**src/hw/rtl/sscs_pkg.sv**
```systemverilog
package sscs_pkg;

    localparam int STEP_COUNT = 6;
    localparam int STEP_W     = 3;
    localparam int GATE_W     = 6;
    localparam int TIMER_W    = 32;
    localparam int CFG_DATA_W = 32;
    localparam int CFG_IDX_W  = 1;

    // gate bits
    localparam logic [GATE_W-1:0] G_UH  = 6'h01;
    localparam logic [GATE_W-1:0] G_UL  = 6'h02;
    localparam logic [GATE_W-1:0] G_VH  = 6'h04;
    localparam logic [GATE_W-1:0] G_VL  = 6'h08;
    localparam logic [GATE_W-1:0] G_WH  = 6'h10;
    localparam logic [GATE_W-1:0] G_WL  = 6'h20;
    localparam logic [GATE_W-1:0] G_OFF = 6'h00;

    localparam logic [STEP_W-1:0] STEP_LAST = 3'(STEP_COUNT - 1);

    typedef enum logic [1:0] {
        CMD_START        = 2'd0,
        CMD_PERIOD_START = 2'd1,
        CMD_COMPARE      = 2'd2,
        CMD_STOP         = 2'd3
    } cmd_t;

    typedef enum logic [CFG_IDX_W-1:0] {
        CFG_DIRECTION_FORWARD = 1'd0,
        CFG_STEP_INTERVAL     = 1'd1
    } cfg_reg_t;

    typedef struct packed {
        logic [GATE_W-1:0] gate_pattern;
        logic [STEP_W-1:0] active_step;
    } result_t;

    // on-time pattern: driven high side plus held low side
    function automatic logic [GATE_W-1:0] on_pattern_of(input logic [STEP_W-1:0] step);
        logic [GATE_W-1:0] g;
        case (step)
            3'd0:    g = G_UH | G_VL;
            3'd1:    g = G_UH | G_WL;
            3'd2:    g = G_VH | G_WL;
            3'd3:    g = G_VH | G_UL;
            3'd4:    g = G_WH | G_UL;
            3'd5:    g = G_WH | G_VL;
            default: g = G_OFF;
        endcase
        return g;
    endfunction

    // off-time pattern: low side only
    function automatic logic [GATE_W-1:0] off_pattern_of(input logic [STEP_W-1:0] step);
        logic [GATE_W-1:0] g;
        case (step)
            3'd0:    g = G_VL;
            3'd1:    g = G_WL;
            3'd2:    g = G_WL;
            3'd3:    g = G_UL;
            3'd4:    g = G_UL;
            3'd5:    g = G_VL;
            default: g = G_OFF;
        endcase
        return g;
    endfunction

endpackage

```
**src/hw/rtl/six_step_commutation_sequencer.sv**
```systemverilog
// six-step commutation sequencer, high-side pwm with the low side held on
//
// input channel (s_valid/s_ready): one timer event word per handshake,
//   s_command picks start, pwm period start, compare match or stop, and
//   s_timer_now carries the free-running timer count at that event
// result channel (m_valid/m_ready): one word per input word, the gate
//   pattern to drive and the commutation step latched after the event
// config port: cfg_wr_en writes cfg_wdata into register cfg_index
//   (0 direction_forward, 1 step_interval); the user writes only while the
//   block is idle, which the block itself does not enforce
// throughput: one word per cycle while s_ready is high; all state updates
//   in the accept cycle through one window compare and one 32-bit add
// stall: a two-entry output (result register plus skid register) lets one
//   more word in while a result waits; s_ready drops only when both are full
// reset: synchronous active-low aresetn clears step, window and pattern
//   state, empties the output, sets direction forward and interval to 160
module six_step_commutation_sequencer (
    input  logic        aclk,
    input  logic        aresetn,

    input  logic        s_valid,
    output logic        s_ready,
    input  logic [1:0]  s_command,
    input  logic [31:0] s_timer_now,

    output logic        m_valid,
    input  logic        m_ready,
    output logic [5:0]  m_gate_pattern,
    output logic [2:0]  m_active_step,

    input  logic        cfg_wr_en,
    input  logic [0:0]  cfg_index,
    input  logic [31:0] cfg_wdata
);

    // configuration registers
    logic        direction_forward_reg;
    logic [31:0] step_interval_reg;

    // sequencer state
    logic [2:0]  current_step_reg,  current_step_next;
    logic [2:0]  pending_step_reg,  pending_step_next;
    logic [31:0] window_start_reg,  window_start_next;
    logic [31:0] window_end_reg,    window_end_next;
    logic [5:0]  on_pattern_reg,    on_pattern_next;
    logic [5:0]  off_pattern_reg,   off_pattern_next;

    // output buffering
    logic                  out_valid_reg;
    sscs_pkg::result_t     out_data_reg;
    logic                  skid_valid_reg;
    sscs_pkg::result_t     skid_data_reg;

    sscs_pkg::result_t     result_next;
    sscs_pkg::cmd_t        cmd;

    logic        accept;
    logic        take;
    logic [31:0] now_offset;
    logic [31:0] window_len;
    logic        in_window;
    logic [2:0]  pending_mod;
    logic [2:0]  pending_stepped;
    logic [5:0]  gates;

    assign s_ready = !skid_valid_reg;
    assign accept  = s_valid && s_ready;
    assign take    = out_valid_reg && m_ready;

    assign m_valid        = out_valid_reg;
    assign m_gate_pattern = out_data_reg.gate_pattern;
    assign m_active_step  = out_data_reg.active_step;

    assign cmd = sscs_pkg::cmd_t'(s_command);

    // window test with unsigned wrap: [start, end)
    assign now_offset = s_timer_now - window_start_reg;
    assign window_len = window_end_reg - window_start_reg;
    assign in_window  = now_offset < window_len;

    // pending step is kept below the step count; fold just in case
    assign pending_mod = (pending_step_reg >= 3'(sscs_pkg::STEP_COUNT))
                       ? pending_step_reg - 3'(sscs_pkg::STEP_COUNT)
                       : pending_step_reg;

    always_comb begin
        if (direction_forward_reg) begin
            pending_stepped = (pending_mod == sscs_pkg::STEP_LAST) ? 3'd0 : pending_mod + 3'd1;
        end else begin
            pending_stepped = (pending_mod == 3'd0) ? sscs_pkg::STEP_LAST : pending_mod - 3'd1;
        end
    end

    // event decode and next state
    always_comb begin
        current_step_next = current_step_reg;
        pending_step_next = pending_step_reg;
        window_start_next = window_start_reg;
        window_end_next   = window_end_reg;
        on_pattern_next   = on_pattern_reg;
        off_pattern_next  = off_pattern_reg;
        gates             = sscs_pkg::G_OFF;
        case (cmd)
            sscs_pkg::CMD_START: begin
                current_step_next = 3'd0;
                pending_step_next = 3'd0;
                window_start_next = s_timer_now;
                window_end_next   = s_timer_now + step_interval_reg;
                on_pattern_next   = sscs_pkg::G_OFF;
                off_pattern_next  = sscs_pkg::G_OFF;
            end
            sscs_pkg::CMD_PERIOD_START: begin
                gates = on_pattern_reg;
                // timer left the window: advance step and slide window
                if (!in_window) begin
                    pending_step_next = pending_stepped;
                    window_start_next = window_end_reg;
                    window_end_next   = window_end_reg + step_interval_reg;
                end
            end
            sscs_pkg::CMD_COMPARE: begin
                gates             = off_pattern_reg;
                current_step_next = pending_mod;
                on_pattern_next   = sscs_pkg::on_pattern_of(pending_mod);
                off_pattern_next  = sscs_pkg::off_pattern_of(pending_mod);
            end
            default: begin
                gates = sscs_pkg::G_OFF;
            end
        endcase
        result_next.gate_pattern = gates;
        result_next.active_step  = current_step_next;
    end

    // configuration writes
    always_ff @(posedge aclk) begin
        if (!aresetn) begin
            direction_forward_reg <= 1'b1;
            step_interval_reg     <= 32'd160;
        end else if (cfg_wr_en) begin
            case (sscs_pkg::cfg_reg_t'(cfg_index))
                sscs_pkg::CFG_DIRECTION_FORWARD: direction_forward_reg <= cfg_wdata[0];
                sscs_pkg::CFG_STEP_INTERVAL:     step_interval_reg     <= cfg_wdata;
                default: begin
                end
            endcase
        end
    end

    // sequencer state update on each accepted event
    always_ff @(posedge aclk) begin
        if (!aresetn) begin
            current_step_reg <= 3'd0;
            pending_step_reg <= 3'd0;
            window_start_reg <= 32'd0;
            window_end_reg   <= 32'd0;
            on_pattern_reg   <= sscs_pkg::G_OFF;
            off_pattern_reg  <= sscs_pkg::G_OFF;
        end else if (accept) begin
            current_step_reg <= current_step_next;
            pending_step_reg <= pending_step_next;
            window_start_reg <= window_start_next;
            window_end_reg   <= window_end_next;
            on_pattern_reg   <= on_pattern_next;
            off_pattern_reg  <= off_pattern_next;
        end
    end

    // output register and skid: valid flags
    always_ff @(posedge aclk) begin
        if (!aresetn) begin
            out_valid_reg  <= 1'b0;
            skid_valid_reg <= 1'b0;
        end else if (take) begin
            if (skid_valid_reg) begin
                skid_valid_reg <= 1'b0;
            end else begin
                out_valid_reg <= accept;
            end
        end else if (accept) begin
            if (out_valid_reg) begin
                skid_valid_reg <= 1'b1;
            end else begin
                out_valid_reg <= 1'b1;
            end
        end
    end

    // output register and skid: payload
    always_ff @(posedge aclk) begin
        if (take) begin
            if (skid_valid_reg) begin
                out_data_reg <= skid_data_reg;
            end else if (accept) begin
                out_data_reg <= result_next;
            end
        end else if (accept) begin
            if (out_valid_reg) begin
                skid_data_reg <= result_next;
            end else begin
                out_data_reg <= result_next;
            end
        end
    end

endmodule

```
**config.mk**
```make
export PLATFORM = sky130hd
export DESIGN_NAME = six_step_commutation_sequencer
export DESIGN_NICKNAME = d
export VERILOG_FILES = /design/src/hw/rtl/sscs_pkg.sv /design/src/hw/rtl/six_step_commutation_sequencer.sv
export SDC_FILE = /design/constraint.sdc
export NUM_CORES = 1
export LEC_CHECK = 0
export BUFFER_PORTS_ARGS = -buffer_cell sky130_fd_sc_hd__buf_2
export CAP_MARGIN = 20
export CORE_MARGIN = 2
export CORE_UTILIZATION = 56
export DETAILED_ROUTE_END_ITERATION = 8
export PLACE_DENSITY = 0.86
export SYNTH_ARGS = -nofsm -noshare
export SYNTH_HDL_FRONTEND = slang
export SYNTH_SLANG_ARGS = --single-unit
export TNS_END_PERCENT = 20
```
**constraint.sdc**
```tcl
create_clock -name aclk -period 4.3 [get_ports aclk]
set_input_delay 0.43 -clock aclk [delete_from_list [all_inputs] [get_ports aclk]]
set_output_delay 0.43 -clock aclk [all_outputs]
set_load 0.01 [all_outputs]
```
# Word-level counts from Yosys, hierarchy flattened
# Cells that the tools add are included.
dict set report word_totals {
  register_bits 135
}
dict set report op_classes {
  add_sub_neg 7
  magnitude_cmp 2
  eq_ne 10
  n_mux 24
  bitwise 3
  reduce_logical 21
}
# operator n
set op_table {}
lappend op_table {{$pmux W32 S2} 2}
lappend op_table {{$add A32 B32 Y32} 2}
lappend op_table {{$mux W32} 2}
lappend op_table {{$sub A32 B32 Y32} 2}
lappend op_table {{$mux W9} 5}
lappend op_table {{$pmux W6 S2} 3}
lappend op_table {{$pmux W6 S6} 1}
lappend op_table {{$lt A32 B32 Y1} 1}
lappend op_table {{$pmux W6 S3} 1}
lappend op_table {{$mux W3} 5}
lappend op_table {{$pmux W3 S2} 2}
lappend op_table {{$reduce_and A2 Y1} 5}
lappend op_table {{$reduce_and A3 Y1} 3}
lappend op_table {{$reduce_bool A2 Y1} 4}
lappend op_table {{$reduce_or A2 Y1} 4}
lappend op_table {{$eq A3 B2 Y1 const B} 2}
lappend op_table {{$eq A3 B3 Y1 const B} 2}
lappend op_table {{$ne A2 B2 Y1 const B} 2}
lappend op_table {{$add A3 B1 Y3 const B} 1}
lappend op_table {{$eq A3 B1 Y1 const B} 1}
lappend op_table {{$ge A3 B3 Y1 const B} 1}
lappend op_table {{$logic_not A3 Y1} 1}
lappend op_table {{$mux W1} 3}
lappend op_table {{$not A1 Y1} 3}
lappend op_table {{other kinds (8)} 9}

# Longest topological paths before layout
dict set report logic_depth {
  ltp_word 7
  ltp_mapped 27
}

# Worst setup path before layout
# No wires, ideal clock.
dict set report synth_path {
  kind {input port to flip-flop}
  start {input s_timer_now[0]}
  end {register window_end_reg[19]}
  setup_ns 0.092
  t_arrival_ns 4.406
  required_time_ns 4.208
  path_slack_ns -0.198
  path_stages 23
  path_buffers 3
  path_cell_list {inv_1 ha_1 inv_1 fa_1 a211oi_1 o21ai_0 nor2b_1 a41oi_1 nor2b_1 nand3_1 a31oi_1 o31a_1 ha_1 nand4_1 or4_1 o211ai_1 a211oi_1 o22ai_1 buf_2 buf_6 buf_4 nand4_1 o32ai_1}
}
dict set report synth_via {
  elab_chain_len 4
}
# element line_no
set synth_lines {}
lappend synth_lines {{start, declared} six_step_commutation_sequencer.sv:24} ;# input logic [31:0] s_timer_now,
lappend synth_lines {{$sub A32 B32 Y32} six_step_commutation_sequencer.sv:77} ;# assign now_offset = s_timer_now - window_start_reg;
lappend synth_lines {{$lt A32 B32 Y1} six_step_commutation_sequencer.sv:79} ;# assign in_window = now_offset < window_len;
lappend synth_lines {{$ne A2 B2 Y1 (no source line)} --}
lappend synth_lines {{$reduce_and A3 Y1 (no source line)} --}
lappend synth_lines {{end signal, assigned} six_step_commutation_sequencer.sv:163} ;# window_end_reg <= window_end_next;
lappend synth_lines {{end, declared} six_step_commutation_sequencer.sv:44} ;# logic [31:0] window_end_reg, window_end_next;
# Several ways; a longest one is shown, not always the timed one.
# A chain may end at the register's enable or synchronous reset.

# Worst setup path after layout
dict set report layout_path {
  start {register window_start_reg[1]}
  end {register pending_step_reg[0]}
}
dict set report layout_via {
  elab_chain_len 4
}
# element line_no
set layout_lines {}
lappend layout_lines {{start, declared} six_step_commutation_sequencer.sv:43} ;# logic [31:0] window_start_reg, window_start_next;
lappend layout_lines {{start signal, assigned} six_step_commutation_sequencer.sv:162} ;# window_start_reg <= window_start_next;
lappend layout_lines {{$sub A32 B32 Y32 (on tied branches)} {six_step_commutation_sequencer.sv:77, six_step_commutation_sequencer.sv:78}}
lappend layout_lines {{$lt A32 B32 Y1 (*)} six_step_commutation_sequencer.sv:79}
lappend layout_lines {{$ne A2 B2 Y1 (no source line) (*)} --}
lappend layout_lines {{$reduce_and A3 Y1 (no source line) (*)} --}
lappend layout_lines {{end signal, assigned} six_step_commutation_sequencer.sv:161} ;# pending_step_reg <= pending_step_next;
lappend layout_lines {{end, declared} six_step_commutation_sequencer.sv:42} ;# logic [2:0] pending_step_reg, pending_step_next;
# Every way passes the cells marked *; elsewhere a longest branch is shown, timed or not.

==> results by stage <==
Yosys:
- The netlist uses 72 different library cells.
- The net count after synthesis is 1524.
- The sequential-to-total area share from yosys stat is 25.6%.
- In the synthesized netlist, the number of instances is 1321.
- In the post-synthesis netlist, the cell with the most instances is nand2_1.
- In this run, synthesis inferred 18 flip-flops with an integrated enable.
- Each instance of the synthesized netlist takes up on average 8.29 um2.
- The cell area after synthesis is 10900 um2.
- The most used flip-flop cell after synthesis is dfxtp_1.
- The total of warnings raised by yosys is 0.
- The cell accounting for the most synthesized area is dfxtp_1.
- The top-area cell type share of the netlist area is 20.7%.
- By count the netlist is led by nand2_1, ha_1, dfxtp_1.
- Sorting the synthesized cells by area gives the leading types as dfxtp_1, ha_1, nand2_1, mux2i_1, edfxtp_1.
- The fraction of registers with async set or reset after synthesis is 0%.
- After synthesis the netlist holds a flip-flop and latch count of 131.

Die:
- In this run the horizontal extent of the chip is 144 um.
- In this run the standard cell core region covers 19300 um2.
- The row count is 51.
- The initial core utilization is 56.6%.
- The count of boundary I/O pins is 83.
- In this run the vertical extent of the chip is 144 um.
- The floorplan step defined a die boundary enclosing 20700 um2.

Global routing:
- The initial antenna violation count is 0.
- The overflow left after global routing is 0.
- The pin count of the biggest net entering global routing is 60.
- The global-route wire length before repair is 54800 um.
- The number of global-route vias before repair is 11200.
- Across every metal layer, demand over resource in global routing totals 33.4%.

STA:
- The worst-margin pin slew is 1100 ps.
- In the final timing run, aggregate negative setup slack is -27270 ps.
- The minimum period implied by the final worst setup slack is 4870 ps.
- The smallest hold slack is 210 ps.
- Based on the critical path, the design can be clocked at up to 0.205 GHz.
- The worst clock skew is 10.1 ps.
- Setup slack on the critical path of the routed design comes to -568 ps.
- The worst pin sits at a relative slew slack of 26.7%.
- The count of pins over their slew limit is 0.
- The share of the clock period used by the worst path after layout is 113%.
- The hold violation count in the final report is 0.
- Setup violations remaining at the end of the flow were counted as 67.
- Setup repair after global routing could not meet its margin everywhere.

Status:
- The flow ran to the end, but the final reports show violations.
- The checks that failed: setup timing.

Drt:
- The remaining number of nets flagged by the antenna check after routing is 0.
- The number of optimization iterations in the first detailed-route pass is 8.
- Dividing the detail-routed wire length by the instance count gives 21.5 um.
- The routed layout has 11900 vias.
- The remaining routing DRC violations is 0.
- Using the TritonRoute via totals, the vias-per-cell ratio works out to 6.53.
- The total wire length is 39200 um.
- The first routing iteration left 1545 violations.

CTS:
- At the later pin of the worst-skew pair, clock insertion delay measures 450 ps.
- The clock tree synthesis step divided the H-tree into 4 levels.
- The number of clock sinks seen by CTS is 131.
- The longest clock path from root to sink contains 2 buffers.
- The clock tree root buffer cell is clkbuf_16.
- The clock tree from TritonCTS is yes.
- Clock tree synthesis inserted a total of 17 buffers.
- After clock tree synthesis, the clock-pin slew on the worst setup and hold paths is 70 ps.
- For this design, the CTS-stage hold fixing added 0 buffers.

Critical path:
- The largest incremental delay on the critical path is 400 ps.
- Data arrives at the worst endpoint at 5240 ps.
- STA classifies the critical path endpoint as a flip-flop.
- The data required time at the worst endpoint is 4680 ps.
- The type of element launching the critical path is a flip-flop.
- Traced cell by cell, the critical path runs through inv_2 > buf_6 > ha_4 > nor2b_4 > o31a_1 > nor4_4 > o31ai_4 > a31oi_1 > buf_4 > o21ai_2 > a21oi_2 > o21bai_1 > a21oi_1 > xnor2_1 > ha_2 > nand4_1 > or3_4 > o22ai_4 > buf_6 > buf_8 > nand2_1 > mux2_2 > nor2b_1.
- For this design, the slowest cell found on the critical path is or3_4.
- Along the worst path, the maximum fanout reaches 4.
- By startpoint and endpoint, the worst setup path is classified as reg -> reg.
- The cell that appears most often on the critical path is buf_6.

Run:
- The max-capacitance violation count is 0.

Placement:
- The congestion estimate from routability-driven global placement came to 0.951.
- Before CTS, the worst setup slack after placement is -498 ps.
- Including well taps, the total number of placed cells is 1758.
- During placement, the flow inserted port buffers numbering 82.
- The estimated wirelength of the detail-placed design is 22900 um.

Finish:
- The antenna cell count is 0.
- The share of final-layout standard cells stronger than drive strength 1 is 27.8%.
- The layout net count is 1749.
- The final cell count without fillers is 1824.
- From synthesis to final layout, the design area changed by 29.7%.

Pwr:
- The maximum ir drop on the vdd rail is 356 uV.
- The total power divided by cell area is 457 nW/um2.
- The final total power is 0.00649 W.
- The leakage component of the power is 6.07 nW.

Min path:
- The min-delay analysis places its worst path in the category in -> reg.
repair_timing:
item                       in CTS  in global routing
pin swaps                      57                 66
setup endpoints to repair      67                 67
setup buffers                  24                 10
gates resized for setup        71                 85
gates cloned                    4                  0
stage by stage:
step / util (%) / area (um2)
finish: 73.5 / 14200
floorplan: - / 11000
detailed placement: 65.5 / 12700
CTS: 71.1 / 13800
global route: 73.5 / 14200
global placement: 65.3 / 12600
power by group:
group,switching (W),internal (W),total (W),leakage (nW)
logic,0.00196,0.00176,0.00373,4.70
registers,0.0000700,0.00132,0.00139,1.10
clock network,0.000625,0.000750,0.00137,0.277
critical path, delay by kind of cell, from the launching register on:
kind,cells,cell delay [ps]
muxes,1,330
AOI/OAI and AO/OA,8,1520
xor gates and xnor gates,1,110
DFF,1,350
and+or+nand+nor,6,1270
buffers and inverters,5,620
adders and majority gates,2,570
path summary, 6_finish.rpt:
kind	from	end	cells after the start	slack, ps
max	window_start_reg[1]	pending_step_reg[0]	23	-570
min	cfg_wdata[5]	step_interval_reg[5]	3	210
max reg2reg	window_start_reg[1]	pending_step_reg[0]	23	-570
min reg2reg	step_interval_reg[23]	step_interval_reg[23]	2	480
cell type report:
class | count | area, um2
Clock inverter | 15 | 126
Multi-Input combinational cell | 1080 | 8330
Inverter | 60 | 228
Clock buffer | 17 | 425
Timing Repair Buffer | 256 | 1960
Fill cell | 1195 | 5130
Tap cell | 265 | 332
Sequential cell | 131 | 2810
cell usage in the layout, fill, tap and decap left out, types with 11 or more instances in the layout:
cell type / count
nand2_1: 154
nand2b_1: 14
buf_4: 148
xnor2_1: 47
nand3_1: 27
clkbuf_16: 17
a21o_1: 27
and2_1: 11
buf_6: 11
o21ai_0: 47
a21oi_1: 83
ha_1: 117
nor3_1: 12
o21ai_1: 20
nand4_1: 13
a21oi_2: 17
o21a_1: 23
a21boi_0: 41
nor2b_1: 74
edfxtp_1: 18
mux2_2: 33
xor2_1: 28
nor2_1: 55
buf_2: 82
inv_1: 56
mux2i_1: 49
dfxtp_1: 108
per-layer routing:
metal / track usage, % / part of all wire [%] / vias to the layer above
met5: 0 / 0 / -
li1: - / - / 5203
met2: 57.3 / 47 / 877
met1: 37.3 / 35 / 5450
met4: 21.6 / 9.4 / 0
met3: 7.50 / 9.0 / 376
kinds of logic after synthesis:
kind of cell / after synthesis / share of synthesized area [%]
multiplexers: 88 / 8.42
adder cells (fa/ha/maj): 131 / 15.2
XOR/XNOR: 77 / 6.16
buffers and inverters: 110 / 4.00
AND/OR/NAND/NOR: 416 / 18.5
flip-flops: 131 / 25.6
AO/OA/AOI/OAI: 368 / 22.1
No activity file was read; power rests on OpenSTA's default activity.
